--- config.mk ---
export PLATFORM = sky130hd
export DESIGN_NAME = dfs_topological_sort_core
export DESIGN_NICKNAME = d
export VERILOG_FILES = /design/src/hw/rtl/dts_pkg.sv /design/src/hw/rtl/dts_ram.sv /design/src/hw/rtl/dts_walker.sv /design/src/hw/rtl/dfs_topological_sort_core.sv
export VERILOG_INCLUDE_DIRS = /design/src /design/src/hw/rtl
export SDC_FILE = /design/constraint.sdc
export NUM_CORES = 1
export LEC_CHECK = 0
export BUFFER_PORTS_ARGS = -buffer_cell sky130_fd_sc_hd__buf_2
export CORE_UTILIZATION = 55
export CTS_CLUSTER_SIZE = 12
export DETAILED_ROUTE_END_ITERATION = 12
export PLACE_DENSITY = 0.79
export SLEW_MARGIN = 20
export SYNTH_ARGS = -nofsm -noshare
export SYNTH_HDL_FRONTEND = slang
export SYNTH_SLANG_ARGS = --single-unit
export TNS_END_PERCENT = 100
--- constraint.sdc ---
create_clock -name clk -period 4.3 [get_ports clk]
set_input_delay 1.29 -clock clk [delete_from_list [all_inputs] [get_ports clk]]
set_output_delay 1.29 -clock clk [all_outputs]
set_load 0.05 [all_outputs]
--- src/hw/rtl/assert_macros.svh ---
// Assertion helpers shared by the RTL. Each check is sampled on the rising
// clock edge and is disabled while the active-low reset is asserted.
`ifndef ASSERT_MACROS_SVH
`define ASSERT_MACROS_SVH

`ifndef SYNTHESIS

// The consequent must hold in the same cycle as the antecedent.
`define ASSERT_SAME(label, clk, rst_n, ante, cons, msg) \
    label: assert property (@(posedge clk) disable iff (!rst_n) (ante) |-> (cons)) \
        else $error(msg);

// The consequent must hold in the cycle after the antecedent.
`define ASSERT_NEXT(label, clk, rst_n, ante, cons, msg) \
    label: assert property (@(posedge clk) disable iff (!rst_n) (ante) |=> (cons)) \
        else $error(msg);

`else

`define ASSERT_SAME(label, clk, rst_n, ante, cons, msg)
`define ASSERT_NEXT(label, clk, rst_n, ante, cons, msg)

`endif

`endif

--- src/hw/rtl/dts_pkg.sv ---
`default_nettype none

package dts_pkg;

    // Fixed field widths of the interface.
    localparam int NODE_W = 4;
    localparam int ROW_W  = 16;
    localparam int CNT_W  = 5;
    localparam int MARK_W = 2;

    // Node colors used by the depth-first walk.
    localparam logic [MARK_W-1:0] MARK_WHITE = 2'd0;
    localparam logic [MARK_W-1:0] MARK_GREY  = 2'd1;
    localparam logic [MARK_W-1:0] MARK_BLACK = 2'd2;

    // One input beat: an adjacency row.
    typedef struct packed {
        logic [NODE_W-1:0] row_index;
        logic [ROW_W-1:0]  row_bits;
        logic              last_row;
    } dts_in_t;

    // One result beat.
    typedef struct packed {
        logic [NODE_W-1:0] node_index;
        logic              cyclic;
        logic              last;
    } dts_out_t;

    // One saved level of the walk: the node and the last column taken.
    typedef struct packed {
        logic [NODE_W-1:0] node;
        logic [NODE_W-1:0] col;
    } dts_stack_t;

    // Post-order write from the walker into the order buffer.
    typedef struct packed {
        logic              we;
        logic [CNT_W-1:0]  addr;
        logic [NODE_W-1:0] node;
    } dts_order_wr_t;

    // Completion status of one walk.
    typedef struct packed {
        logic             done;
        logic             cyclic;
        logic [CNT_W-1:0] count;
    } dts_walk_stat_t;

endpackage

`default_nettype wire

--- src/hw/rtl/dts_ram.sv ---
`default_nettype none

// Simple dual-port RAM with one write port and a registered read port.
module dts_ram #(
    parameter int WIDTH = 8,
    parameter int DEPTH = 16
) (
    input  wire logic                     clk,
    input  wire logic                     we,
    input  wire logic [$clog2(DEPTH)-1:0] waddr,
    input  wire logic [WIDTH-1:0]         wdata,
    input  wire logic                     re,
    input  wire logic [$clog2(DEPTH)-1:0] raddr,
    output logic      [WIDTH-1:0]         rdata
);

    logic [WIDTH-1:0] mem [DEPTH];
    logic [WIDTH-1:0] rdata_reg;

    // Write port.
    always_ff @(posedge clk)
    begin
        if (we)
        begin
            mem[waddr] <= wdata;
        end
    end

    // Registered read port.
    always_ff @(posedge clk)
    begin
        if (re)
        begin
            rdata_reg <= mem[raddr];
        end
    end

    assign rdata = rdata_reg;

endmodule

`default_nettype wire

--- src/hw/rtl/dts_walker.sv ---
`default_nettype none

// Depth-first walk over the stored adjacency rows. The top of the stack is
// cached in registers; lower levels live in the stack RAM.
module dts_walker
    import dts_pkg::*;
#(
    parameter int ROWS = 16
) (
    input  wire logic                    clk,
    input  wire logic                    rst_n,
    input  wire logic                    start,
    input  wire logic [CNT_W-1:0]        n,
    output logic                         adj_re,
    output logic      [$clog2(ROWS)-1:0] adj_raddr,
    input  wire logic [ROW_W-1:0]        adj_rdata,
    output dts_order_wr_t                order_wr,
    output dts_walk_stat_t               stat
);

    localparam int AW = $clog2(ROWS);

    localparam logic [2:0] W_IDLE  = 3'd0;
    localparam logic [2:0] W_ROOT  = 3'd1;
    localparam logic [2:0] W_FETCH = 3'd2;
    localparam logic [2:0] W_SCAN  = 3'd3;
    localparam logic [2:0] W_POP   = 3'd4;

    logic [2:0]        state_reg, state_next;
    logic [MARK_W-1:0] marks_reg [ROWS];
    logic [MARK_W-1:0] marks_next [ROWS];
    logic [CNT_W-1:0]  root_reg, root_next;
    logic [CNT_W-1:0]  depth_reg, depth_next;
    logic [CNT_W-1:0]  count_reg, count_next;
    logic [NODE_W-1:0] top_node_reg, top_node_next;
    logic [CNT_W-1:0]  top_col_reg, top_col_next;
    logic [ROW_W-1:0]  row_reg, row_next;
    logic              done_reg, done_next;
    logic              cyc_reg, cyc_next;

    logic              stk_we;
    logic [AW-1:0]     stk_waddr;
    dts_stack_t        stk_wdata;
    logic              stk_re;
    logic [AW-1:0]     stk_raddr;
    dts_stack_t        stk_rdata;
    logic [NODE_W-1:0] col_j;
    logic [MARK_W-1:0] col_mark;

    // Saved walk levels below the cached top.
    dts_ram #(
        .WIDTH ($bits(dts_stack_t)),
        .DEPTH (ROWS)
    ) u_stack (
        .clk   (clk),
        .we    (stk_we),
        .waddr (stk_waddr),
        .wdata (stk_wdata),
        .re    (stk_re),
        .raddr (stk_raddr),
        .rdata (stk_rdata)
    );

    // Column under test and its current color.
    assign col_j    = top_col_reg[NODE_W-1:0];
    assign col_mark = marks_reg[col_j[AW-1:0]];

    // Walk sequencer: one column is examined per cycle, paused while a row or stack read is pending.
    always_comb
    begin
        state_next    = state_reg;
        marks_next    = marks_reg;
        root_next     = root_reg;
        depth_next    = depth_reg;
        count_next    = count_reg;
        top_node_next = top_node_reg;
        top_col_next  = top_col_reg;
        row_next      = row_reg;
        done_next     = 1'b0;
        cyc_next      = cyc_reg;
        adj_re        = 1'b0;
        adj_raddr     = top_node_reg[AW-1:0];
        stk_we        = 1'b0;
        stk_waddr     = AW'(depth_reg - CNT_W'(1));
        stk_wdata     = '{node: top_node_reg, col: col_j};
        stk_re        = 1'b0;
        stk_raddr     = AW'(depth_reg - CNT_W'(2));
        order_wr      = '{we: 1'b0, addr: count_reg, node: top_node_reg};

        case (state_reg)
            W_IDLE:
            begin
                if (start)
                begin
                    for (int i = 0; i < ROWS; i++)
                    begin
                        marks_next[i] = MARK_WHITE;
                    end
                    root_next  = '0;
                    depth_next = '0;
                    count_next = '0;
                    cyc_next   = 1'b0;
                    state_next = W_ROOT;
                end
            end

            W_ROOT:
            begin
                if (root_reg >= n)
                begin
                    done_next  = 1'b1;
                    state_next = W_IDLE;
                end
                else if (marks_reg[root_reg[AW-1:0]] != MARK_WHITE)
                begin
                    root_next = root_reg + CNT_W'(1);
                end
                else
                begin
                    marks_next[root_reg[AW-1:0]] = MARK_GREY;
                    top_node_next = root_reg[NODE_W-1:0];
                    top_col_next  = '0;
                    depth_next    = CNT_W'(1);
                    adj_re        = 1'b1;
                    adj_raddr     = root_reg[AW-1:0];
                    state_next    = W_FETCH;
                end
            end

            W_FETCH:
            begin
                row_next   = adj_rdata;
                state_next = W_SCAN;
            end

            W_SCAN:
            begin
                if (top_col_reg >= n)
                begin
                    // No more columns: the node is finished.
                    marks_next[top_node_reg[AW-1:0]] = MARK_BLACK;
                    order_wr.we = 1'b1;
                    count_next  = count_reg + CNT_W'(1);
                    depth_next  = depth_reg - CNT_W'(1);
                    if (depth_reg == CNT_W'(1))
                    begin
                        root_next  = root_reg + CNT_W'(1);
                        state_next = W_ROOT;
                    end
                    else
                    begin
                        stk_re     = 1'b1;
                        state_next = W_POP;
                    end
                end
                else
                begin
                    top_col_next = top_col_reg + CNT_W'(1);
                    if (row_reg[col_j])
                    begin
                        if (col_mark == MARK_GREY)
                        begin
                            cyc_next   = 1'b1;
                            done_next  = 1'b1;
                            state_next = W_IDLE;
                        end
                        else if (col_mark == MARK_WHITE)
                        begin
                            // Descend: save this level, make the neighbor the top.
                            stk_we = 1'b1;
                            marks_next[col_j[AW-1:0]] = MARK_GREY;
                            top_node_next = col_j;
                            top_col_next  = '0;
                            depth_next    = depth_reg + CNT_W'(1);
                            adj_re        = 1'b1;
                            adj_raddr     = col_j[AW-1:0];
                            state_next    = W_FETCH;
                        end
                    end
                end
            end

            W_POP:
            begin
                // Resume the parent one column past the child it took.
                top_node_next = stk_rdata.node;
                top_col_next  = {1'b0, stk_rdata.col} + CNT_W'(1);
                adj_re        = 1'b1;
                adj_raddr     = stk_rdata.node[AW-1:0];
                state_next    = W_FETCH;
            end

            default:
            begin
                state_next = W_IDLE;
            end
        endcase
    end

    // Control and mark registers.
    always_ff @(posedge clk or negedge rst_n)
    begin
        if (!rst_n)
        begin
            state_reg <= W_IDLE;
            for (int i = 0; i < ROWS; i++)
            begin
                marks_reg[i] <= MARK_WHITE;
            end
            root_reg  <= '0;
            depth_reg <= '0;
            count_reg <= '0;
            done_reg  <= 1'b0;
            cyc_reg   <= 1'b0;
        end
        else
        begin
            state_reg  <= state_next;
            marks_reg  <= marks_next;
            root_reg   <= root_next;
            depth_reg  <= depth_next;
            count_reg  <= count_next;
            done_reg   <= done_next;
            cyc_reg    <= cyc_next;
        end
    end

    // Cached top of stack and its row.
    always_ff @(posedge clk)
    begin
        top_node_reg <= top_node_next;
        top_col_reg  <= top_col_next;
        row_reg      <= row_next;
    end

    assign stat = '{done: done_reg, cyclic: cyc_reg, count: count_reg};

endmodule

`default_nettype wire

--- src/hw/rtl/dfs_topological_sort_core.sv ---
`default_nettype none

// Depth-first topological sort with cycle detection. Rows load at one beat
// per cycle while busy is low; the beat with last_row set stores its row and
// starts the sort, and busy stays high until the cycle that shows the final
// result beat. The walk examines one adjacency column per cycle and pauses
// for each read of the row RAM and of the stack RAM. If no cycle is found,
// the nodes leave in post-order (reverse topological order), one result beat
// per cycle with last on the final one; a cycle gives one beat with cyclic
// and last set and node_index zero. Result beats are shown on result for a
// single cycle, marked by strobe, and must be taken then: there is no way to
// hold them off. Node marks clear in the cycle the sort starts, so no clearing
// pass is needed. Every row used by a sort must have been written
// beforehand.
module dfs_topological_sort_core
    import dts_pkg::*;
#(
    parameter int MAX_NODES = 16
) (
    input  wire logic             clk,
    input  wire logic             rst_n,
    input  wire logic             start,
    output logic                  busy,
    input  wire dts_in_t          cmd,
    output logic                  strobe,
    output dts_out_t              result,
    input  wire logic             cfg_we,
    input  wire logic [CNT_W-1:0] cfg_data
);

`include "assert_macros.svh"

    localparam int ROWS = (MAX_NODES < ROW_W) ? MAX_NODES : ROW_W;
    localparam int AW   = $clog2(ROWS);
    localparam logic [CNT_W-1:0] ROWS_C = CNT_W'(ROWS);

    localparam logic [1:0] S_IDLE = 2'd0;
    localparam logic [1:0] S_WALK = 2'd1;
    localparam logic [1:0] S_EMIT = 2'd2;

    logic [1:0]        state_reg, state_next;
    logic [CNT_W-1:0]  node_count_reg;
    logic [CNT_W-1:0]  n_eff;
    logic [CNT_W-1:0]  idx_reg, idx_next;
    logic [CNT_W-1:0]  total_reg, total_next;
    logic              strobe_reg, strobe_next;
    dts_out_t          result_reg, result_next;

    logic              accept;
    logic              walk_start;
    logic              adj_we;
    logic              adj_re;
    logic [AW-1:0]     adj_raddr;
    logic [ROW_W-1:0]  adj_rdata;
    dts_order_wr_t     order_wr;
    dts_walk_stat_t    walk_stat;
    logic              order_re;
    logic [AW-1:0]     order_raddr;
    logic [NODE_W-1:0] order_rdata;

    assign busy       = (state_reg != S_IDLE);
    assign accept     = start && !busy;
    assign walk_start = accept && cmd.last_row;
    assign adj_we     = accept && ({1'b0, cmd.row_index} < ROWS_C);
    assign n_eff      = (node_count_reg > ROWS_C) ? ROWS_C : node_count_reg;

    // Node count register.
    always_ff @(posedge clk or negedge rst_n)
    begin
        if (!rst_n)
        begin
            node_count_reg <= CNT_W'(16);
        end
        else if (cfg_we)
        begin
            node_count_reg <= cfg_data;
        end
    end

    // Adjacency rows, written only while no walk runs.
    dts_ram #(
        .WIDTH (ROW_W),
        .DEPTH (ROWS)
    ) u_adj (
        .clk   (clk),
        .we    (adj_we),
        .waddr (cmd.row_index[AW-1:0]),
        .wdata (cmd.row_bits),
        .re    (adj_re),
        .raddr (adj_raddr),
        .rdata (adj_rdata)
    );

    dts_walker #(
        .ROWS (ROWS)
    ) u_walker (
        .clk       (clk),
        .rst_n     (rst_n),
        .start     (walk_start),
        .n         (n_eff),
        .adj_re    (adj_re),
        .adj_raddr (adj_raddr),
        .adj_rdata (adj_rdata),
        .order_wr  (order_wr),
        .stat      (walk_stat)
    );

    // Post-order buffer filled by the walker and read one entry ahead.
    dts_ram #(
        .WIDTH (NODE_W),
        .DEPTH (ROWS)
    ) u_order (
        .clk   (clk),
        .we    (order_wr.we),
        .waddr (order_wr.addr[AW-1:0]),
        .wdata (order_wr.node),
        .re    (order_re),
        .raddr (order_raddr),
        .rdata (order_rdata)
    );

    // Run control and result sequencing.
    always_comb
    begin
        state_next  = state_reg;
        idx_next    = idx_reg;
        total_next  = total_reg;
        strobe_next = 1'b0;
        result_next = result_reg;
        order_re    = 1'b0;
        order_raddr = idx_reg[AW-1:0];

        case (state_reg)
            S_IDLE:
            begin
                if (walk_start)
                begin
                    state_next = S_WALK;
                end
            end

            S_WALK:
            begin
                if (walk_stat.done)
                begin
                    if (walk_stat.cyclic)
                    begin
                        strobe_next = 1'b1;
                        result_next = '{node_index: '0, cyclic: 1'b1, last: 1'b1};
                        state_next  = S_IDLE;
                    end
                    else if (walk_stat.count == '0)
                    begin
                        state_next = S_IDLE;
                    end
                    else
                    begin
                        // Fetch the first entry so it is ready in S_EMIT.
                        idx_next    = '0;
                        total_next  = walk_stat.count;
                        order_re    = 1'b1;
                        order_raddr = '0;
                        state_next  = S_EMIT;
                    end
                end
            end

            S_EMIT:
            begin
                strobe_next = 1'b1;
                result_next = '{node_index: order_rdata,
                                cyclic: 1'b0,
                                last: (idx_reg == total_reg - CNT_W'(1))};
                idx_next    = idx_reg + CNT_W'(1);
                order_re    = 1'b1;
                order_raddr = AW'(idx_reg + CNT_W'(1));
                if (idx_reg == total_reg - CNT_W'(1))
                begin
                    state_next = S_IDLE;
                end
            end

            default:
            begin
                state_next = S_IDLE;
            end
        endcase
    end

    always_ff @(posedge clk or negedge rst_n)
    begin
        if (!rst_n)
        begin
            state_reg  <= S_IDLE;
            strobe_reg <= 1'b0;
            idx_reg    <= '0;
            total_reg  <= '0;
        end
        else
        begin
            state_reg  <= state_next;
            strobe_reg <= strobe_next;
            idx_reg    <= idx_next;
            total_reg  <= total_next;
        end
    end

    always_ff @(posedge clk)
    begin
        result_reg <= result_next;
    end

    assign strobe = strobe_reg;
    assign result = result_reg;

    // A cycle report is a single final beat with a zero node index.
    `ASSERT_SAME(a_cyclic_form, clk, rst_n, strobe && result.cyclic, result.last && (result.node_index == '0), "cyclic beat malformed")

    // Post-order beats leave back to back until the final one.
    `ASSERT_NEXT(a_emit_contig, clk, rst_n, strobe && !result.last, strobe, "gap in result run")

    // A sort start holds off the next item.
    `ASSERT_NEXT(a_start_busy, clk, rst_n, walk_start, busy, "busy not raised after last row")

    // A walk that found a cycle reports it in the following cycle.
    `ASSERT_NEXT(a_cycle_report, clk, rst_n, (state_reg == S_WALK) && walk_stat.done && walk_stat.cyclic, strobe && result.cyclic, "cycle not reported")

endmodule

`default_nettype wire
==> results of run 1 <==
power by group:
part | switching (uW) | internal (uW)
clock | 2110 | 2690
combinational | 5280 | 3040
sequential | 585 | 7080
total | 7980 | 12800
kinds of logic (layout without fill, tap and decap cells):
kind of cell	count (synthesis)	in the layout
flip-flops	577	577
AO/OA/AOI/OAI	375	375
AND/OR/NAND/NOR	373	373
multiplexers	146	146
buffers and inverters	143	236
adder cells (fa/ha/maj)	37	37
XOR/XNOR	20	20
critical path: cells and delay by family, from the launching register on:
family | cells | cell delay [ns]
DFF | 1 | 0.53
AOI/OAI and AO/OA | 8 | 2.15
buffers and inverters | 3 | 0.71
adders and majority gates | 1 | 0.26
and+or+nand+nor | 2 | 0.38
worst max-delay path by stage:
stage	to	slack, ns	cells past startpoint
after floorplan	u_adj.rdata[0]	0.15	7
after global placement	u_adj.rdata[7]	0.38	13
after detailed placement	u_adj.rdata[8]	0.28	13
after CTS	u_adj.rdata[8]	0.25	11
after global routing	u_adj.rdata[2]	0.02	11
final	u_adj.rdata[2]	0.15	14
placed cells by master (no fill, tap or decap), types with 17 or more instances in the layout:
master and count:
clkbuf_1 31, o22a_1 17, mux4_2 68, nor2_1 64, nand2_1 129, inv_1 23, or4_1 17, o21ai_0 47
and2_1 23, o221ai_1 17, buf_4 62, nand2b_1 19, a21oi_1 90, edfxtp_1 503, nand3_1 35, dfrtp_1 68
clkbuf_16 58, a221oi_1 64, buf_2 37, ha_1 37, a22oi_1 71, mux2i_1 71
per-layer routing:
| metal | global-route usage | part of all wire | wire length (um) | vias to the layer above |
|---|---|---|---|---|
| met4 | 0.108 | 0.034 | 2060 | 4 |
| li1 | - | - | - | 6688 |
| met3 | 0.0457 | 0.098 | 5940 | 164 |
| met5 | 0 | 0.00045 | 27 | - |
| met1 | 0.361 | 0.39 | 23800 | 7822 |
| met2 | 0.408 | 0.47 | 28500 | 992 |
cells in the mapped netlist, types with 10 or more instances:
library cell    n  share of area
a21oi_1        90          0.018
a221oi_1       64          0.022
a22oi_1        71          0.021
and2_1         24         0.0060
buf_2          19         0.0038
buf_6          10         0.0045
clkbuf_1       74          0.011
dfrtp_1        69          0.069
edfxtp_1      503           0.60
ha_1           37          0.018
inv_1          23         0.0034
mux2i_1        71          0.028
mux4_2         68          0.061
nand2_1       129          0.019
nand2b_1       20         0.0050
nand3_1        35         0.0070
nor2_1         77          0.012
nor2b_1        14         0.0035
nor3_1         19         0.0038
o21ai_0        48         0.0096
o221ai_1       17         0.0059
o22a_1         17         0.0059
or4_1          17         0.0051
xor2_1         11         0.0038
per-stage QoR:
step / utilization / total power, uW
4_1_cts: 0.624 / 20700
5_1_grt: 0.624 / 21600
3_5_place_dp: 0.584 / 15800
6_report: 0.624 / 20800
3_3_place_gp: 0.584 / 15500
2_1_floorplan: - / 13500
layout make-up:
cell class / instances / area [um2]
flip-flops and latches: 577 / 16900
fillers: 3142 / 16700
multi-input cells: 951 / 7510
clock buffers: 95 / 1650
well taps: 592 / 741
repair buffers: 101 / 691
clock inverters: 15 / 156
inverters: 25 / 93.8
==> reports/metrics.yaml, run 1 <==
status: "complete, no violations"
dp_slack_ns: 0.281
worst_slack_ns: 0.150
worstHoldPathCells: 0
io-pin-count: 38
hp-class: "register to register"
maxSlewViolCount: 0
largestRegisters: "u_adj.mem (256), u_walker.u_stack.mem (128), u_order.mem (64)"
nets: 1781
p_per_area_mw_per_mm2: 748
clk_latency_ns: 0.64
r2r_start: "node_count_reg[4]"
min_to: "u_walker.row_reg[0]"
cts_setup_buffers: 0
gp_congestion: 0.948
initialDrtViolationCount: 2134
rsz0062_at_grt: "no"
timing.hold.ws_ns: 0.425
hold_start: "u_adj.rdata[0]"
r2r_setup_slack_ns: 0.15
vias_per_cell: 6.65
relSlewSlack: 0.376
critical_path_arrival_ns: 4.65
worstPathRequired_ns: 4.80
crit_start: "node_count_reg[4]"
synth_nets: 1738
post_drt_wl_per_cell_um: 25.6
path_class: "register to register"
synth_xor_xnor_area_share: 0.00700
rr_endpoint: "u_adj.rdata[2]"
wirelength_mm: 60.3
ys_warn_count: 0
dp_hpwl_mm: 37.3
grt_usage: 0.260
finish.instance_area_mm2: 0.0278
grt_pass1_vias: 15700
root_buffer: "clkbuf_16"
synth.area.mux_share: 0.0927
crit_path_start_kind: "register"
fmax_ghz: 0.241
endpoint_kind: "register"
die_h_um: 215
antenna_found_initial: 2
synth-edff-count: 503
grt_overflow: 0
coreArea_mm2: 0.0445
synthToLayoutAreaGrowth_pct: 11.0
cts_made_buffers: 58
drc: 0
dpl_cell_area_mm2: 0.0260
drive_gt1_frac: 0.167
dp.cells: 2246
synth_top_family_by_area: "compound AO/OA/AOI/OAI gates"
vias: 15700
cts_tree: "built"
ant_nets: 0
timing.setup.tns_ns: 0
synth-compound-area-share: 0.106
die_x_um: 215
top_register: "u_adj.mem"
async_reset_ff_frac: 0.121
postSynthAreaPerCell_um2: 15.0
cpMaxStageDelayCell: "o41ai_1"
cts.sinks: 577
path_cells: "inv_1 -> nand2_1 -> ha_1 -> o21ai_0 -> a21o_1 -> a21oi_1 -> o41ai_1 -> o221a_2 -> o22ai_4 -> inv_2 -> buf_4 -> a22oi_1 -> a221oi_1 -> or4_1"
synth_area_mm2: 0.0250
finalCriticalPeriod_ns: 4.15
cts_hold_buffers: 0
worstMarginPinSlew_ns: 0.926
port_buffers: 37
start_util: 0.562
finClkSkew_ns: 0.0347
finalCritPeriodShare: 0.965
timing.final.hold_violations: 0
fp-row-count: 77
path_clk_slew_ns: 0.06
yosys_register_bits: 577
instances_no_fill: 2356
maxCapViolCount: 0
synth_ff_type: "edfxtp_1"
cts_resized: 0
grt_max_degree: 71
die_area_mm2: 0.0464
synth_adder_area_share: 0.0185
synth_cells: 1671
grt_pass1_wl_mm: 91.4
cts_max_level: 2
yosysSeqAreaShare: 0.677
r2r_cells: 14
cp_slowest_stage_delay_ns: 0.65
ys_types: 75
firstDrtPassIters: 5
p_leak_uw: 0.00962
largest_reg_flops: 256
yosys.area_share.simple: 0.0730
diodes: 0
ir_drop_mv: 0.544
finalSetupViolations: 0
cp_max_fo: 16
clk_path_buf_depth: 3
(Power assumes the default switching activity.)
==> run 2, diff against run 1 <==
SLEW_MARGIN = 30   (was 20)
SYNTH_HIERARCHICAL = 1   (was default)
==> reports/metrics.yaml, run 2 <==
wirelength_mm: 57.2  # -5.2%
top_register: "u_adj/mem"
grt_use_met2: 0.423  # +0.0155
die_x_um: 214  # -0.69%
grt_overflow: 0  # unchanged
p_leak_uw: 0.00950  # -1.2%
post_drt_wl_per_cell_um: 25.9  # +0.99%
p_int_uw: 12200  # -4.5%
initialDrtViolationCount: 1774  # -17%
finClkSkew_ns: 0.0371  # +0.00245 ns
crit_path_start_kind: "register"
hold_start: "u_adj/rdata[1]"
firstDrtPassIters: 5  # unchanged
synthToLayoutAreaGrowth_pct: 12.7
layout_commonest_cell: "edfxtp_1"
critical_path_arrival_ns: 4.45  # -0.20 ns
root_buffer: "clkbuf_16"
clk_path_buf_depth: 3  # unchanged
dp_hpwl_mm: 34.8  # -6.6%
cp_common_cell: "buf_12"
use_met1: 0.333  # -0.0281
synth_ff_type: "edfxtp_1"
netSwitchingFraction: 0.340  # -0.0434
final_cell_mix: "edfxtp_1, a21oi_1, buf_4"
yosysTopAreaCell: "edfxtp_1"
worstHoldPathCells: 0  # unchanged
yosysSeqAreaShare: 0.686  # +0.00951
top_usage_layer: "met2"
drc: 0  # unchanged
cts.sinks: 577  # unchanged
ys_types: 84  # +12%
gr-usage-met3: 0.0521  # +0.00642
async_reset_ff_frac: 0.121  # unchanged
die_h_um: 214  # -0.69%
clkPwrFrac: 0.246  # +0.015
worstPathRequired_ns: 4.68  # -0.12 ns
status: "complete, no violations"
r2r_start: "u_walker/top_col_reg[0]"
yosys_register_bits: 577  # unchanged
path_cells: "buf_12 -> mux4_2 -> a22o_1 -> a221oi_4 -> nand3_4 -> nor2_2 -> mux2i_1 -> o21ai_4 -> buf_12 -> mux4_1 -> a22oi_1 -> nand2_1"
instances_no_fill: 2211  # -6.2%
clk_latency_ns: 0.64  # about the same
largest_reg_flops: 256  # unchanged
timing.setup.tns_ns: 0  # unchanged
synth-edff-count: 503  # unchanged
start_util: 0.558  # -0.00416
crit_start: "u_walker/top_col_reg[0]"
cpMaxStageDelayCell: "mux4_1"
grt_pass1_wl_mm: 86.3  # -5.6%
cts_made_buffers: 57  # -1.7%
finalCritPeriodShare: 0.945  # -0.0206
crit_buf_inv: 2  # -1
yosysMostFrequentCell: "edfxtp_1"
cts_hold_buffers: 0  # unchanged
maxSlewViolCount: 0  # unchanged
cp_slowest_stage_delay_ns: 0.61  # -0.04 ns
timing.hold.ws_ns: 0.419  # -0.00543 ns
port_buffers: 37  # unchanged
synth_area_mm2: 0.0247  # -1.4%
synth_nets: 1531  # -12%
cpLargestDelayFamily: "multiplexers"
power.net_switching_uw: 6310  # -21%
worstMarginPinSlew_ns: 0.883  # -0.0426 ns
finalCriticalPeriod_ns: 4.06  # -0.0886 ns
combPwrFrac: 0.359  # -0.041
ant_nets: 0  # unchanged
p_per_area_mw_per_mm2: 667  # -11%
coreArea_mm2: 0.0442  # -0.65%
drive_gt1_frac: 0.224  # +0.0571
fillCellCount: 2997  # -4.6%
yosysTopAreaCellShare: 0.612  # +0.00848
grt_pass1_vias: 14700  # -6.0%
synth.area.top_cells: "edfxtp_1, mux4_2, dfrtp_1"
gp_congestion: 0.955  # +0.69%
r2r_cells: 12  # -2
postSynthAreaPerCell_um2: 16.8  # +12%
fp-row-count: 77  # unchanged
min_to: "u_walker/row_reg[1]"
grt_max_degree: 36  # -49%
rr_endpoint: "u_adj/rdata[4]"
antenna_found_initial: 1  # -1
ys_warn_count: 6  # +6
hp-class: "register to register"
die_area_mm2: 0.0457  # -1.4%
finalSetupViolations: 0  # unchanged
fmax_ghz: 0.246  # +2.2%
rsz0062_at_grt: "no"
relSlewSlack: 0.409  # +0.0328
vias_per_cell: 6.52  # -2.0%
seqPwrFrac: 0.395  # +0.026
maxCapViolCount: 0  # unchanged
cp_max_fo: 32  # +16
cts_tree: "built"
nets: 1648  # -7.5%
vias: 14400  # -8.0%
dp.cells: 2108  # -6.1%
synth_cells: 1470  # -12%
largestRegisters: "u_adj/mem (256), u_walker/u_stack/mem (128), u_order/mem (64)"
grt_usage: 0.256  # -0.00413
io-pin-count: 38  # unchanged
ir_drop_mv: 0.423  # -22%
r2r_setup_slack_ns: 0.24  # +0.09 ns
synth_common_cells: "edfxtp_1, a21oi_1, mux4_2, nand2_1, nor2_1"
endpoint_kind: "register"
path_clk_slew_ns: 0.06  # about the same
path_class: "register to register"
timing.final.hold_violations: 0  # unchanged
cts_max_level: 2  # unchanged
[run 2: changes by cell type after synthesis, sizes merged, moves of 16 or more]
cell    change
a221oi     -61
a22oi      -16
clkbuf     -48
mux2i      -65
mux4       +56
nand2      -51
o221ai     -16
or4        -16
[run 2: layer usage]
metal	vias to the layer above	wire length, um
met5	-	11
met1	7283	21500
li1	6125	-
met4	2	2020
met2	836	28300
met3	168	5290
[run 2: cells by family after synthesis]
| family | after synthesis | synth area share |
|---|---|---|
| xor+xnor | 17 | 0.00603 |
| compound gates | 295 | 0.0789 |
| simple gates | 301 | 0.0620 |
| mux | 144 | 0.128 |
| buf+inv | 105 | 0.0233 |
| fa+ha+maj | 31 | 0.0157 |
| flops | 577 | 0.686 |
[run 2: area by class of cell]
cell class	count	area, um2	share of cell area
inverters	25	93.8	0.00337
diodes	1	2.50	0.0000900
well taps	592	741	0.0266
clock buffers	78	1530	0.0548
clock inverters	12	151	0.00544
flip-flops and latches	577	16900	0.609
repair buffers	137	1070	0.0386
multi-input cells	789	7280	0.262
[run 2: how the worst max path moves through the flow]
stage,to,slack (ns),depth (start not counted)
floorplan,u_adj/rdata[10],0.31,15
global placement,u_adj/rdata[4],0.17,12
detailed placement,u_adj/rdata[11],0.09,13
CTS,u_adj/rdata[14],0.08,15
global route,u_adj/rdata[11],0.03,15
finish,u_adj/rdata[4],0.24,12
[run 2: what timing repair did]
action / in CTS / in global routing
resized for setup: 0 / 8
setup endpoints to repair: 0 / 16
hold endpoints to repair: 0 / 0
buffers inserted: 0 / 9
[run 2: power groups by stage]
stage | combinational [uW] | sequential (uW) | clock, uW
6_report | 6660 | 7330 | 4550
5_1_grt | 7080 | 7370 | 4830
4_1_cts | 6300 | 7330 | 4630
3_5_place_dp | 6230 | 7440 | 0
3_3_place_gp | 6080 | 7420 | 0
2_1_floorplan | 4410 | 7320 | 0
[run 2: worst reg2reg max path, delay by kind of cell (launching register included)]
| family | cells | cell delay, ns |
|---|---|---|
| simple gates | 3 | 0.45 |
| buf+inv | 2 | 0.51 |
| compound gates | 4 | 1.16 |
| flops | 1 | 0.38 |
| mux | 3 | 1.34 |
[run 2: stage by stage]
step           power [uW]  worst slack (ns)  cell area, um2  utilization
4_1_cts             18300            0.0769           27600        0.625
2_1_floorplan       11700             0.314           24700            -
6_report            18500             0.238           27800        0.629
3_3_place_gp        13500             0.172           26000        0.587
3_5_place_dp        13700            0.0948           26000        0.587
5_1_grt             19300            0.0261           27800        0.629
